--- src/rtl/core/ltdd_pkg.sv ---
// Shared types, character codes and the base-64 digit decode for the lyric time decoder.
package ltdd_pkg;

	localparam int TIME_WIDTH_DEF = 32;

	localparam logic [7:0] CH_NUL   = 8'h00;
	localparam logic [7:0] CH_AT    = 8'h40;
	localparam logic [7:0] CH_UNDER = 8'h5f;
	localparam logic [7:0] CH_CARET = 8'h5e;
	localparam logic [7:0] CH_MINUS = 8'h2d;
	localparam logic [7:0] CH_PLUS  = 8'h2b;
	localparam logic [7:0] CH_SLASH = 8'h2f;

	localparam int UNIT_W = 24;
	localparam logic [UNIT_W-1:0] UNIT_SUM_MAX = {UNIT_W{1'b1}};
	localparam logic [UNIT_W-1:0] CARET_UNITS  = UNIT_W'(64);
	localparam int PROD_W = 31;
	localparam logic [PROD_W-1:0] UNIT_MS = PROD_W'(100);

	typedef enum logic [2:0] {
		KIND_OFFSET  = 3'd0,
		KIND_LINE    = 3'd1,
		KIND_UNTIMED = 3'd2,
		KIND_BADHDR  = 3'd3,
		KIND_BADCHR  = 3'd4
	} kind_t;

	typedef enum logic [1:0] {
		PH_HEADER = 2'd0,
		PH_OFFSET = 2'd1,
		PH_LINES  = 2'd2,
		PH_DEAD   = 2'd3
	} phase_t;

	// what the accumulate stage does with a decoded request
	typedef enum logic [1:0] {
		OP_CLEAR  = 2'd0,
		OP_OFFSET = 2'd1,
		OP_LINE   = 2'd2,
		OP_FLAG   = 2'd3
	} op_t;

	typedef struct packed {
		logic       ok;
		logic [5:0] value;
	} digit_t;

	function automatic digit_t digit_decode(input logic [7:0] c);
		digit_t     d;
		logic [7:0] t;
		d = '{ok: 1'b1, value: 6'd0};
		t = 8'd0;
		if (c >= 8'h41 && c <= 8'h5a) begin
			t = c - 8'h41;
		end else if (c >= 8'h61 && c <= 8'h7a) begin
			t = c - 8'h61 + 8'd26;
		end else if (c >= 8'h30 && c <= 8'h39) begin
			t = c - 8'h30 + 8'd52;
		end else if (c == CH_PLUS) begin
			t = 8'd62;
		end else if (c == CH_SLASH) begin
			t = 8'd63;
		end else begin
			d.ok = 1'b0;
		end
		d.value = t[5:0];
		return d;
	endfunction

endpackage

--- src/rtl/core/lyric_time_delta_decoder_unit.sv ---
// Lyric timestamp record decoder: character pipeline, value decode and line time accumulate.
//
//  channel | signals                           | direction
//  --------+-----------------------------------+----------
//  input   | in_valid, in_ready, char_in[7:0]  | in
//  output  | out_valid, out_ready, kind[2:0],  | out
//          | time_ms[31:0]                     |
//
// One character per cycle unless output stalls; results pass s1, s2 and output registers.
// Stages: input register, decode against phase/sign/unit state (units * 100 constant
// multiply), then line time accumulate with saturation into the output register.
// Reset clears phase, partial value and previous line time; there is no clearing pass.
// A stalled output holds the pipeline back stage by stage; empty stages keep accepting.
module lyric_time_delta_decoder_unit
	import ltdd_pkg::*;
#(
	parameter int TIME_WIDTH = TIME_WIDTH_DEF
) (
	input  logic               clk,
	input  logic               arst_n,
	input  logic               in_valid,
	output logic               in_ready,
	input  logic [7:0]         char_in,
	output logic               out_valid,
	input  logic               out_ready,
	output logic [2:0]         kind,
	output logic signed [31:0] time_ms
);

	localparam int SUM_W = ((TIME_WIDTH > 32) ? TIME_WIDTH : 32) + 1;
	localparam logic signed [SUM_W-1:0] T_MAX =
		{{(SUM_W - TIME_WIDTH + 1){1'b0}}, {(TIME_WIDTH - 1){1'b1}}};
	localparam logic signed [SUM_W-1:0] T_MIN = ~T_MAX;

	function automatic logic signed [TIME_WIDTH-1:0] clamp_time(
		input logic signed [SUM_W-1:0] v
	);
		logic signed [SUM_W-1:0] r;
		r = v;
		if (v > T_MAX) begin
			r = T_MAX;
		end else if (v < T_MIN) begin
			r = T_MIN;
		end
		return TIME_WIDTH'(r);
	endfunction

	// pipeline and state registers
	logic                          valid_s1;
	logic [7:0]                    char_s1;
	logic                          valid_s2;
	op_t                           op_s2;
	kind_t                         kind_s2;
	logic signed [TIME_WIDTH-1:0]  ms_s2;
	phase_t                        phase_q;
	logic                          neg_q;
	logic [UNIT_W-1:0]             unit_q;
	logic signed [TIME_WIDTH-1:0]  prev_q;
	logic                          out_valid_q;
	kind_t                         kind_q;
	logic signed [31:0]            time_q;

	// flow control
	logic out_free, s2_drain, s2_adv, s1_adv, s1_fire, s2_fire, out_load;

	assign out_free = !out_valid_q || out_ready;
	assign s2_drain = (op_s2 == OP_CLEAR) || out_free;
	assign s2_adv   = !valid_s2 || s2_drain;
	assign s1_adv   = !valid_s1 || s2_adv;
	assign s1_fire  = valid_s1 && s2_adv;
	assign s2_fire  = valid_s2 && s2_drain;
	assign out_load = s2_fire && (op_s2 != OP_CLEAR);
	assign in_ready = s1_adv;

	// decode stage
	logic                          started, is_nul;
	digit_t                        dig;
	logic [UNIT_W:0]               units_sum;
	logic [UNIT_W-1:0]             units;
	logic [PROD_W-1:0]             prod;
	logic signed [31:0]            ms32;
	logic signed [TIME_WIDTH-1:0]  ms_sat;
	phase_t                        phase_d;
	logic                          neg_d;
	logic [UNIT_W-1:0]             unit_d;
	logic                          ev_valid;
	op_t                           ev_op;
	kind_t                         ev_kind;

	assign started   = neg_q || (unit_q != '0);
	assign is_nul    = (char_s1 == CH_NUL);
	assign dig       = digit_decode(char_s1);
	assign units_sum = {1'b0, unit_q} + (UNIT_W + 1)'(dig.value);
	assign units     = units_sum[UNIT_W] ? UNIT_SUM_MAX : units_sum[UNIT_W-1:0];
	assign prod      = PROD_W'(units) * UNIT_MS;

	always_comb begin
		ms32 = $signed({1'b0, prod});
		if (neg_q) begin
			ms32 = -ms32;
		end
		ms_sat = clamp_time(SUM_W'(ms32));
	end

	// next state
	always_comb begin
		phase_d = phase_q;
		neg_d   = neg_q;
		unit_d  = unit_q;
		priority if (is_nul) begin
			phase_d = PH_HEADER;
			neg_d   = 1'b0;
			unit_d  = '0;
		end else if (phase_q == PH_DEAD) begin
			phase_d = PH_DEAD;
		end else if (phase_q == PH_HEADER) begin
			phase_d = (char_s1 == CH_AT) ? PH_OFFSET : PH_DEAD;
		end else if (char_s1 == CH_MINUS && !started) begin
			neg_d = 1'b1;
		end else if (char_s1 == CH_CARET) begin
			unit_d = (unit_q > UNIT_SUM_MAX - CARET_UNITS) ? UNIT_SUM_MAX
			                                               : unit_q + CARET_UNITS;
		end else if (char_s1 == CH_UNDER && !started && phase_q == PH_LINES) begin
			phase_d = phase_q;
		end else begin
			// a digit ends the value; anything else drops it
			neg_d  = 1'b0;
			unit_d = '0;
			if (dig.ok && phase_q == PH_OFFSET) begin
				phase_d = PH_LINES;
			end
		end
	end

	// decoded request for the accumulate stage
	always_comb begin
		ev_valid = 1'b0;
		ev_op    = OP_FLAG;
		ev_kind  = KIND_BADCHR;
		priority if (is_nul) begin
			ev_valid = 1'b1;
			ev_op    = OP_CLEAR;
		end else if (phase_q == PH_DEAD) begin
			ev_valid = 1'b0;
		end else if (phase_q == PH_HEADER) begin
			ev_valid = (char_s1 != CH_AT);
			ev_kind  = KIND_BADHDR;
		end else if ((char_s1 == CH_MINUS && !started) || char_s1 == CH_CARET) begin
			ev_valid = 1'b0;
		end else if (char_s1 == CH_UNDER && !started && phase_q == PH_LINES) begin
			ev_valid = 1'b1;
			ev_kind  = KIND_UNTIMED;
		end else if (!dig.ok) begin
			ev_valid = 1'b1;
			ev_kind  = KIND_BADCHR;
		end else if (phase_q == PH_OFFSET) begin
			ev_valid = 1'b1;
			ev_op    = OP_OFFSET;
			ev_kind  = KIND_OFFSET;
		end else begin
			ev_valid = 1'b1;
			ev_op    = OP_LINE;
			ev_kind  = KIND_LINE;
		end
	end

	// accumulate stage
	logic signed [SUM_W-1:0]       line_sum;
	logic signed [TIME_WIDTH-1:0]  line_time;
	logic signed [SUM_W-1:0]       res_ext;
	logic signed [31:0]            res_time;

	assign line_sum  = SUM_W'(prev_q) + SUM_W'(ms_s2);
	assign line_time = clamp_time(line_sum);

	always_comb begin
		res_ext = '0;
		unique case (op_s2)
			OP_OFFSET: res_ext = SUM_W'(ms_s2);
			OP_LINE:   res_ext = SUM_W'(line_time);
			OP_FLAG:   res_ext = '0;
			OP_CLEAR:  res_ext = '0;
			default:   res_ext = '0;
		endcase
		res_time = res_ext[31:0];
	end

	// control registers
	always_ff @(posedge clk or negedge arst_n) begin
		if (!arst_n) begin
			valid_s1    <= 1'b0;
			valid_s2    <= 1'b0;
			out_valid_q <= 1'b0;
			phase_q     <= PH_HEADER;
			neg_q       <= 1'b0;
			unit_q      <= '0;
			prev_q      <= '0;
		end else begin
			if (s1_adv) begin
				valid_s1 <= in_valid;
			end
			if (s1_fire) begin
				valid_s2 <= ev_valid;
				phase_q  <= phase_d;
				neg_q    <= neg_d;
				unit_q   <= unit_d;
			end else if (s2_fire) begin
				valid_s2 <= 1'b0;
			end
			if (s2_fire && op_s2 == OP_CLEAR) begin
				prev_q <= '0;
			end else if (s2_fire && op_s2 == OP_LINE) begin
				prev_q <= line_time;
			end
			if (out_load) begin
				out_valid_q <= 1'b1;
			end else if (out_ready) begin
				out_valid_q <= 1'b0;
			end
		end
	end

	// payload registers
	always_ff @(posedge clk) begin
		if (s1_adv) begin
			char_s1 <= char_in;
		end
		if (s1_fire) begin
			op_s2   <= ev_op;
			kind_s2 <= ev_kind;
			ms_s2   <= ms_sat;
		end
		if (out_load) begin
			kind_q <= kind_s2;
			time_q <= res_time;
		end
	end

	assign out_valid = out_valid_q;
	assign kind      = kind_q;
	assign time_ms   = time_q;

`ifndef SYNTHESIS
	a_flag_time_zero: assert property (@(posedge clk) disable iff (!arst_n)
		out_valid && kind != KIND_OFFSET && kind != KIND_LINE |-> time_ms == 32'sd0)
		else $error("flag result carries a nonzero time");

	a_dead_silent: assert property (@(posedge clk) disable iff (!arst_n)
		s1_fire && phase_q == PH_DEAD && char_s1 != CH_NUL |=> !valid_s2)
		else $error("request produced after a bad header");

	a_header_open: assert property (@(posedge clk) disable iff (!arst_n)
		s1_fire && phase_q == PH_HEADER && char_s1 == CH_AT |=> phase_q == PH_OFFSET)
		else $error("header did not open the offset value");

	a_nul_clears: assert property (@(posedge clk) disable iff (!arst_n)
		s1_fire && char_s1 == CH_NUL |=> phase_q == PH_HEADER && !neg_q && unit_q == '0)
		else $error("record end did not clear the decode state");
`endif

endmodule
--- config.mk ---
export PLATFORM = sky130hd
export DESIGN_NAME = lyric_time_delta_decoder_unit
export DESIGN_NICKNAME = d
export VERILOG_FILES = /design/src/rtl/core/ltdd_pkg.sv /design/src/rtl/core/lyric_time_delta_decoder_unit.sv
export SDC_FILE = /design/constraint.sdc
export NUM_CORES = 1
export LEC_CHECK = 0
export BUFFER_PORTS_ARGS = -buffer_cell sky130_fd_sc_hd__buf_2
export CAP_MARGIN = 40
export CORE_MARGIN = 2
export CORE_UTILIZATION = 55
export CTS_BUF_LIST = sky130_fd_sc_hd__clkbuf_8
export DETAILED_ROUTE_END_ITERATION = 16
export GPL_ROUTABILITY_DRIVEN = 1
export GPL_TIMING_DRIVEN = 0
export HOLD_SLACK_MARGIN = 0.05
export PLACE_DENSITY = 0.72
export SLEW_MARGIN = 20
export SYNTH_ARGS = -nofsm -noshare
export SYNTH_HDL_FRONTEND = slang
export SYNTH_SLANG_ARGS = --single-unit
--- constraint.sdc ---
create_clock -name clk -period 10.2 [get_ports clk]
set_input_delay 1.53 -clock clk [delete_from_list [all_inputs] [get_ports clk]]
set_output_delay 1.53 -clock clk [all_outputs]
set_load 0.02 [all_outputs]
==> results of run 1 <==
==> flip-flops by register name, summed over array words and instances, names as in the netlist, 2 cells and up <==
| register | count |
|---|---|
| prev_q | 32 |
| time_ms | 32 |
| ms_s2 | 30 |
| unit_q | 19 |
| char_s1 | 8 |
| kind | 3 |
| kind_s2 | 3 |
| op_s2 | 2 |
| phase_q | 2 |
==> synth_stat cells (all sizes together), types with 17 or more instances <==
| cell type | n | area (um^2) |
|---|---|---|
| ha | 130 | 1627 |
| buf | 21 | 141.4 |
| o21ai | 130 | 658.1 |
| nor2 | 105 | 401.6 |
| dfrtp | 57 | 1426 |
| nand3 | 36 | 185.2 |
| a21o | 31 | 232.7 |
| clkbuf | 23 | 86.33 |
| fa | 20 | 400.4 |
| edfxtp | 78 | 2342 |
| nor3 | 20 | 121.4 |
| xor2 | 26 | 227.7 |
| a22o | 17 | 148.9 |
| nand2 | 139 | 529.3 |
| a21oi | 85 | 451.7 |
| xnor2 | 56 | 490.5 |
| inv | 55 | 206.5 |
==> through the flow <==
stage               hold slack (ns)  setup WS, ns  area [um^2]  instances  power (W)
floorplan                    0.4003         2.573        11800       1279   0.001688
CTS                          0.4454         1.284        12840       1636   0.002421
global placement             0.4015         1.119        12390       1602   0.001943
global route                 0.4503        0.5652        12840       1636   0.002589
detailed placement           0.4054         1.344        12450       1604   0.001973
finish                       0.4411         1.217        12840       1636   0.002416
==> layout make-up <==
cell class	instances	area, um^2
multi-input cells	1043	7591
clock buffers	17	234.0
fillers	1826	8179
well taps	275	344.1
inverters	55	206.4
flip-flops and latches	135	3769
repair buffers	50	290.3
plain buffers	46	249.0
clock inverters	15	158.9
==> per-layer routing <==
metal / GRT usage [%] / vias up / share of wire, %
met5: 0 / - / 0
met4: 9.104 / 0 / 2.5
met3: 3.788 / 42 / 5.4
met2: 43.61 / 297 / 49
met1: 33.28 / 4635 / 43
li1: - / 4843 / -
==> report_power, final <==
part	total, W	switching, W	internal (W)
clock network	0.000441	0.000258	0.000182
registers	0.000803	0.0000663	0.000737
logic	0.00117	0.000724	0.000449
total	0.00242	0.00105	0.00137
==> worst max path at each step <==
stage,start,to,slack [ns],depth (start not counted)
finish,char_s1[2],ms_s2[29],1.22,36
global route,char_s1[2],ms_s2[29],0.57,36
CTS,char_s1[2],ms_s2[30],1.28,36
detailed placement,char_s1[2],ms_s2[30],1.34,36
global placement,char_s1[2],ms_s2[30],1.12,32
floorplan,char_s1[2],ms_s2[30],2.57,32
==> critical path: cells and delay by family, from the launching register on <==
family,cells,cell delay [ns]
AO/OA/AOI/OAI,13,2.81
XOR/XNOR,2,0.28
adder cells (fa/ha/maj),6,2.08
buffers and inverters,8,1.69
flip-flops,1,0.39
AND/OR/NAND/NOR,7,1.47
==> kinds of logic (layout without fill, tap and decap cells) <==
| logic type | Yosys count | count (layout) | share of synthesized area, % |
|---|---|---|---|
| AOI/OAI and AO/OA | 377 | 377 | 21.56 |
| muxes | 9 | 9 | 0.8269 |
| xor gates and xnor gates | 82 | 82 | 6.085 |
| and+or+nand+nor | 421 | 421 | 18.21 |
| DFF | 135 | 135 | 31.93 |
| buffers and inverters | 101 | 183 | 3.859 |
| adders and majority gates | 154 | 154 | 17.52 |
==> summary.txt, run 1 <==
STA
  – Slew Limit Fails: 0
  – Final setup violation count: 0
  – Min Clock Period, post-route: 8.983 ns
  – Final Hold Vio Count: 0
  – Period utilization: 88.06%
  – Slew headroom: approximately 39%
  – Clock Skew: about 0.022 ns
  – Unrepaired setup endpoints after global routing: false
  – Slew @ Worst Pin: about 0.9 ns
  – Achievable clock frequency: 111.3 MHz
  – Setup TNS: 0 ns

Hold path
  – Hold_sp: kind_s2[1]
  – Hold Crit Class: reg -> reg
  – Worst Hold Path EP: kind[1]
  – Hold depth: 0

Clocking
  – Clock Latency Late Sink: around 0.47 ns
  – Total CTS buffers: 17
  – CTS tree: done
  – PostCTS Resize Cnt: 0
  – Clock buffer depth: 2
  – Clk sinks: approximately 140
  – Postcts setup bufs: 0
  – Htree depth: 4
  – Reg clk slew, reported paths: about 0.10 ns
  – Cts-stage hold buffer count: 0
  – Root Driver: clkbuf_8

Yosys
  – Synth Register Bits: roughly 140
  – Ys flop type: edfxtp_1
  – Mapped Cells: ~1,300
  – Cell area after synthesis: ~12,000 um^2
  – Yosys cell types: 112
  – Syn nets: 1,441
  – Sequential cell area fraction in the yosys report: 31.93%
  – FFs w/ async S/R, synth: a little over two fifths
  – Mean Syn Cell Area: between 9 and 10 um^2
  – Syn. warnings: 0
  – Post-synth EDFFs: a little under 80

Route
  – DRT Wirelength: 27.90 mm
  – Vias: 9,817
  – DRT Pass-1 Iters: 5
  – Avg WL per Cell: about 17 um
  – DR DRC count: 0
  – Antenna Violating Nets Remaining: 0
  – Via-to-Cell Ratio: 6.001
  – Iter 0 DRT Violations: about 550

Floorplan
  – Die H: 150.5 um
  – Starting density of the core: around 56%
  – # rows: 53
  – DIE AREA: approximately 23,000 um^2
  – Die W: about 150 um
  – Core box area: ~21,000 um^2
  – Number of I/O pins: 49

Run status
  – Status: finished clean

Worst setup path
  – Worst-path fanout max: 10
  – WP data arrival: slightly above 9 ns
  – Critical Path Sink Type: flip-flop
  – Critical Path Most Common Cell: ha_1
  – Worst path slowest cell: a211oi_2
  – CP peak stage delay: ~0.50 ns
  – Worst r2r path cells: 36
  – Required @ worst endpoint: about 10 ns
  – R2r setup slk: about 1.2 ns
  – Crit Path Class: reg -> reg
  – Crit start category: flip-flop
  – Reg-to-reg startpoint: char_s1[2]
  – Worst R2R End: ms_s2[29]

Global route
  – GRT Total Usage: between 20% and 30%
  – Vias in the first global route: just over 9,000
  – Gr ovfl total: 0
  – Largest net degree at the start of global routing: 52
  – First-pass GRT wire length: between 40 and 50 mm
  – Initial antenna violation count: 0

Cells and area
  – Core Util, Final: roughly 60%
  – Area Overhead vs Synth: 8.809%
  – Net count, final: 1,510
  – Most frequent cells in the layout: nand2_1 (138), ha_1 (130), nor2_1 (101)
  – Leading cell type in the layout, fill and taps excluded: nand2_1
  – Ant. Diodes: 0
  – Share of cells above drive strength 1: 12.49%

Placement
  – Routability cong.: 0.9249
  – Hpwl dp: approximately 22 mm
  – Port Buffers: 48

Pwr
  – Maximum VDD drop: roughly 110 uV
  – P_leak: approximately 5.9 nW
  – Pwr/cell area: roughly 190 nW/um^2

Job
  – Max_cap viols: 0
No activity file was read; power rests on OpenSTA's default activity.
==> run 2: changes to the inputs <==
CTS_BUF_LIST = sky130_fd_sc_hd__clkbuf_16   (was sky130_fd_sc_hd__clkbuf_8)
==> summary.txt, run 2 (synthesis gave the netlist of run 1 again) <==
Pwr
  – Maximum VDD drop: 112.3 uV (+5.3%)
  – P_leak: 5.940 nW (+1.5%)
  – Pwr/cell area: 198.5 nW/um^2 (+5.5%)

Worst setup path
  – Worst path slowest cell: nor4b_1
  – Worst-path fanout max: 10 (unchanged)
  – Crit Path Class: reg -> reg
  – Critical Path Most Common Cell: ha_1
  – Critical Path Sink Type: flip-flop
  – CP peak stage delay: 0.61 ns (+0.11 ns)
  – Crit start category: flip-flop
  – Required @ worst endpoint: 10.37 ns (-0.03 ns)
  – WP data arrival: 9.08 ns (-0.10 ns)

Clocking
  – Clock buffer depth: 2 (unchanged)
  – Root Driver: clkbuf_16
  – Reg clk slew, reported paths: 0.07 ns (-0.03 ns)
  – Clk sinks: 135 (unchanged)
  – Htree depth: 4 (unchanged)
  – Total CTS buffers: 17 (unchanged)
  – Clock Latency Late Sink: 0.43 ns (-0.04 ns)
  – Postcts setup bufs: 0 (unchanged)
  – CTS tree: done
  – Cts-stage hold buffer count: 0 (unchanged)
  – PostCTS Resize Cnt: 0 (unchanged)

Global route
  – Initial antenna violation count: 0 (unchanged)
  – Largest net degree at the start of global routing: 52 (unchanged)
  – GRT Total Usage: 25.93% (+0.29 points)
  – First-pass GRT wire length: 46.47 mm (+1.1%)
  – Vias in the first global route: 9,331 (+0.65%)
  – Gr ovfl total: 0 (unchanged)

Placement
  – Placed cells: 1,604 (unchanged)
  – Hpwl dp: 21.92 mm (unchanged)
  – Port Buffers: 48 (unchanged)
  – Routability cong.: 0.9249 (unchanged)
  – Area after DPL: 12,450 um^2 (unchanged)

Route
  – DR DRC count: 0 (unchanged)
  – Avg WL per Cell: 17.22 um (+0.99%)
  – DRT Pass-1 Iters: 5 (unchanged)
  – Vias: 9,807 (-0.10%)
  – DRT Wirelength: 28.17 mm (+0.99%)
  – Via-to-Cell Ratio: 5.994 (-0.10%)
  – Antenna Violating Nets Remaining: 0 (unchanged)
  – Iter 0 DRT Violations: 580 (+5.6%)

STA
  – Clock Skew: 0.01567 ns (-0.006761 ns)
  – Period utilization: 87.34% (-0.73 points)
  – Slew headroom: 40.40% (+1.8 points)
  – Unrepaired setup endpoints after global routing: false
  – Final setup violation count: 0 (unchanged)
  – Achievable clock frequency: 112.3 MHz (+0.83%)
  – Final Hold Vio Count: 0 (unchanged)
  – Min Clock Period, post-route: 8.908 ns (-0.07440 ns)
  – Slew Limit Fails: 0 (unchanged)
  – Slew @ Worst Pin: 0.8922 ns (-0.02727 ns)
  – Setup TNS: 0 ns (unchanged)

Cells and area
  – Filler Cells Inserted: 1,792 (-1.9%)
  – Area Overhead vs Synth: 10.43%
  – Share of cells above drive strength 1: 12.49% (unchanged)
  – Ant. Diodes: 0 (unchanged)
  – Net count, final: 1,510 (unchanged)
  – Leading cell type in the layout, fill and taps excluded: nand2_1
  – Core Util, Final: 62.00% (+0.91 points)
  – Design area: 13,030 um^2 (+1.5%)
  – Most frequent cells in the layout: nand2_1 (138), ha_1 (130), nor2_1 (101)
  – Finished Layout Cells: 1,636 (unchanged)

Floorplan
  – Starting density of the core: 56.15% (unchanged)
  – Number of I/O pins: 49 (unchanged)
  – Core box area: 21,020 um^2 (unchanged)
  – # rows: 53 (unchanged)
  – Die H: 150.5 um (unchanged)
  – DIE AREA: 22,650 um^2 (unchanged)
  – Die W: 150.5 um (unchanged)

Run status
  – Status: finished clean

Job
  – Max_cap viols: 0 (unchanged)

Hold path
  – Hold Crit Class: reg -> reg
-- run 2: cell counts in the layout (fill, tap and decap cells not counted) --
No cell type changed its count.
-- run 2: path summary, 6_finish.rpt --
check                              to  slack (ns)        from  depth (start not counted)
setup / recovery            ms_s2[30]        1.29  char_s1[2]                         36
hold reg to reg               kind[1]        0.43  kind_s2[1]                          0
max in group asynchronous  unit_q[18]        8.77      arst_n                          2
setup reg to reg            ms_s2[30]        1.29  char_s1[2]                         36
hold / removal                kind[1]        0.43  kind_s2[1]                          0
min in group asynchronous  prev_q[30]        0.92      arst_n                          1
-- run 2: critical path, delay by kind of cell, from the launching register on --
kind            cells  cell delay [ns]
simple gates        5             1.14
compound gates     15             3.01
flops               1             0.37
fa+ha+maj           6             2.05
xor+xnor            2             0.38
buf+inv             8             1.67
-- run 2: per-layer routing --
layer,wire (um),up-vias,GRT usage [%],share of wire [%]
met3,1498,45,3.848,5.3
met4,745,0,9.623,2.6
met1,12050,4616,33.51,43
met2,13870,298,44.07,49
met5,0,-,0,0
li1,-,4848,-,-
-- run 2: report_power, final --
group	switching, W	internal, W
Combinational	0.000730	0.000449
Sequential	0.0000658	0.000738
Clock	0.000279	0.000326
-- run 2: per-stage QoR --
stage / power (W) / worst slack [ns] / hold WS [ns]
finish: 0.002587 / 1.292 / 0.4257
global route: 0.002757 / 0.6073 / 0.4341
CTS: 0.002586 / 1.289 / 0.4267
detailed placement: 0.001973 / 1.344 / 0.4054
global placement: 0.001943 / 1.119 / 0.4015
floorplan: 0.001688 / 2.573 / 0.4003
-- run 2: final cells by class --
type / instances / area (um^2) / area share, %
Buffer: 46 / 249.0 / 1.910
Clock buffer: 17 / 425.4 / 3.264
Clock inverter: 15 / 158.9 / 1.219
Inverter: 55 / 206.4 / 1.584
Multi-Input combinational cell: 1043 / 7591 / 58.24
Sequential cell: 135 / 3769 / 28.91
Tap cell: 275 / 344.1 / 2.640
Timing Repair Buffer: 50 / 290.3 / 2.227
==> run 3: changes to the inputs <==
ABC_AREA = 1   (was unset)
BUFFER_PORTS_ARGS = unset   (was -buffer_cell sky130_fd_sc_hd__buf_2)
DONT_BUFFER_PORTS = 1   (was unset)
PLACE_DENSITY = 0.7   (was 0.72)
==> summary.txt, run 3 <==
Yosys
  – Synth Register Bits: 135 (unchanged)
  – Syn. warnings: 0 (unchanged)
  – Post-synth EDFFs: 78 (unchanged)
  – FFs w/ async S/R, synth: 42.22% (unchanged)
  – Sequential cell area fraction in the yosys report: 29.99% (-1.9 points)
  – Synth top area cells: edfxtp_1 (19%), nand2_1 (18%), ha_1 (13%)
  – Largest area contributor in the synthesized netlist: edfxtp_1
  – Yosys top cell area share: 18.64% (-1.2 points)
  – Mapped Cells: 1,766 (+38%)
  – Syn nets: 1,928 (+34%)
  – Yosys cell types: 57 (-49%)
  – Synth top cells by count: nand2_1 (604), inv_1 (221), ha_1 (130)
  – Mean Syn Cell Area: 7.116 um^2 (-23%)
  – Most frequent cell after synthesis: nand2_1
  – Cell area after synthesis: 12,570 um^2 (+6.5%)
  – Ys flop type: edfxtp_1

Cells and area
  – Design area: 13,520 um^2 (+3.7%)
  – Area Overhead vs Synth: 7.587%
  – Share of cells above drive strength 1: 5.895% (-6.6 points)
  – Net count, final: 1,947 (+29%)
  – Most frequent cells in the layout: nand2_1 (604), inv_1 (220), ha_1 (130)
  – Ant. Diodes: 0 (unchanged)
  – Leading cell type in the layout, fill and taps excluded: nand2_1
  – Core Util, Final: 60.08% (-1.9 points)

Route
  – Avg WL per Cell: 16.21 um (-5.8%)
  – DRT Wirelength: 33.77 mm (+20%)
  – Antenna Violating Nets Remaining: 0 (unchanged)
  – Vias: 11,467 (+17%)
  – Iter 0 DRT Violations: 751 (+29%)
  – Via-to-Cell Ratio: 5.505 (-8.2%)
  – DRT Pass-1 Iters: 6 (+1)
  – DR DRC count: 0 (unchanged)

Clocking
  – Clk sinks: 135 (unchanged)
  – PostCTS Resize Cnt: 0 (unchanged)
  – Htree depth: 4 (unchanged)
  – Postcts setup bufs: 0 (unchanged)
  – Reg clk slew, reported paths: 0.06 ns (about the same)
  – Total CTS buffers: 17 (unchanged)
  – Clock Latency Late Sink: 0.44 ns (about the same)
  – Clock buffer depth: 2 (unchanged)
  – Cts-stage hold buffer count: 0 (unchanged)
  – CTS tree: done
  – Root Driver: clkbuf_16

Pwr
  – Pwr/cell area: 247.0 nW/um^2 (+24%)
  – Maximum VDD drop: 119.9 uV (+6.8%)
  – Total power: 0.003339 W (+29%)
  – P_leak: 7.218 nW (+22%)

Worst setup path
  – Critical Path Stages: 41 (+14%)
  – Required @ worst endpoint: 10.39 ns (+0.02 ns)
  – R2r setup slk: 2.16 ns (+0.87 ns)
  – Worst R2R End: ms_s2[30]
  – Reg-to-reg startpoint: char_s1[2]
  – Worst path slowest cell: a21oi_1
  – Crit. Startpoint: char_s1[2]
  – Critical path buffers and inverters: 7 (-1)
  – Critical Path Most Common Cell: nand2_1
  – Worst r2r path cells: 41 (+14%)
  – CP top delay family: simple AND/OR/NAND/NOR gates
  – WP data arrival: 8.23 ns (-0.85 ns)
  – Worst-path fanout max: 9 (-1)
  – Critical Path End: ms_s2[30]
  – Crit start category: flip-flop
  – Critical Path Sink Type: flip-flop
  – Crit Path Class: reg -> reg
  – CP peak stage delay: 0.63 ns (+0.02 ns)

STA
  – Clock Skew: 0.01685 ns (+0.001187 ns)
  – Min Clock Period, post-route: 8.039 ns (-0.8691 ns)
  – Slew headroom: 44.81% (+4.4 points)
  – Slew @ Worst Pin: 0.8233 ns (-0.06893 ns)
  – Final Hold Vio Count: 0 (unchanged)
  – Period utilization: 78.81% (-8.5 points)
  – Final setup violation count: 0 (unchanged)
  – Achievable clock frequency: 124.4 MHz (+11%)
  – Unrepaired setup endpoints after global routing: false
  – Setup TNS: 0 ns (unchanged)
  – Slew Limit Fails: 0 (unchanged)

Placement
  – Hpwl dp: 26.86 mm (+23%)
  – Area after DPL: 12,920 um^2 (+3.8%)
  – Routability cong.: 0.9338 (+0.96%)
  – Port Buffers: 0 (-100%)

Floorplan
  – # rows: 55 (+3.8%)
  – Number of I/O pins: 49 (unchanged)
  – Die H: 155.2 um (+3.1%)
  – DIE AREA: 24,070 um^2 (+6.3%)
  – Die W: 155.2 um (+3.1%)
  – Core box area: 22,500 um^2 (+7.0%)
  – Starting density of the core: 55.85% (-0.30 points)

Hold path
  – Hold Crit Class: reg -> reg

Global route
  – Vias in the first global route: 11,035 (+18%)
  – Gr ovfl total: 0 (unchanged)
  – First-pass GRT wire length: 55.16 mm (+19%)
  – Initial antenna violation count: 0 (unchanged)
  – GRT Total Usage: 29.08% (+3.1 points)
  – Largest net degree at the start of global routing: 58 (+12%)

Run status
  – Status: finished clean

Job
  – Max_cap viols: 0 (unchanged)
-- run 3: cell types whose count changed in the layout (fill, tap and decap cells not counted), sizes merged, moves of 22 or more --
cell   before  now
a21o       31    6
inv        62  244
xnor2      56   19
xor2       26   48
o21ai     130   91
buf        71   16
nand3      36  104
nand2     139  617
nor2      105  143
-- run 3: report_power, final --
part / switching (W) / total [W] / leakage (nW) / internal (W)
combinational: 0.00111 / 0.00168 / 5.41 / 0.000567
clock: 0.000256 / 0.000631 / 0.285 / 0.000375
sequential: 0.000199 / 0.00103 / 1.52 / 0.000830
-- run 3: how the worst min path moves through the flow --
stage                    start  endpoint  slack [ns]  cells after the start
floorplan           kind_s2[0]   kind[0]        0.40                      0
global placement    kind_s2[2]   kind[2]        0.40                      0
detailed placement  kind_s2[2]   kind[2]        0.41                      0
CTS                 kind_s2[0]   kind[0]        0.42                      0
global route        kind_s2[0]   kind[0]        0.42                      0
finish              kind_s2[0]   kind[0]        0.42                      0
-- run 3: layout make-up --
type                       instances  area (um^2)
fill                            2160         8982
multi-input combinational       1364         7735
sequential                       135         3769
inverter                         239        897.1
clock buffer                      18        450.4
tap                              285        356.6
buffer                            28        166.4
clock inverter                    14        146.4
-- run 3: logic make-up after synthesis --
group	after synthesis	share of synthesized area (%)
AOI/OAI and AO/OA	212	9.488
xor gates and xnor gates	67	4.669
adders and majority gates	150	16.13
buffers and inverters	267	8.463
DFF	135	29.99
muxes	1	0.08960
and+or+nand+nor	934	31.17
-- run 3: routing by layer --
metal / track usage (%) / routed length (um) / part of all wire (%)
met1: 38.70 / 15440 / 46
met4: 12.61 / 1281 / 3.8
met5: 0 / 0 / 0
met3: 3.955 / 1568 / 4.6
met2: 47.62 / 15480 / 46
-- run 3: per-stage QoR --
step / hold slack [ns] / setup WS, ns / std cells
2_1_floorplan: 0.4003 / 3.750 / 1766
3_3_place_gp: 0.4013 / 2.275 / 2051
3_5_place_dp: 0.4056 / 2.247 / 2051
4_1_cts: 0.4201 / 2.217 / 2083
5_1_grt: 0.4216 / 1.361 / 2083
6_report: 0.4182 / 2.161 / 2083
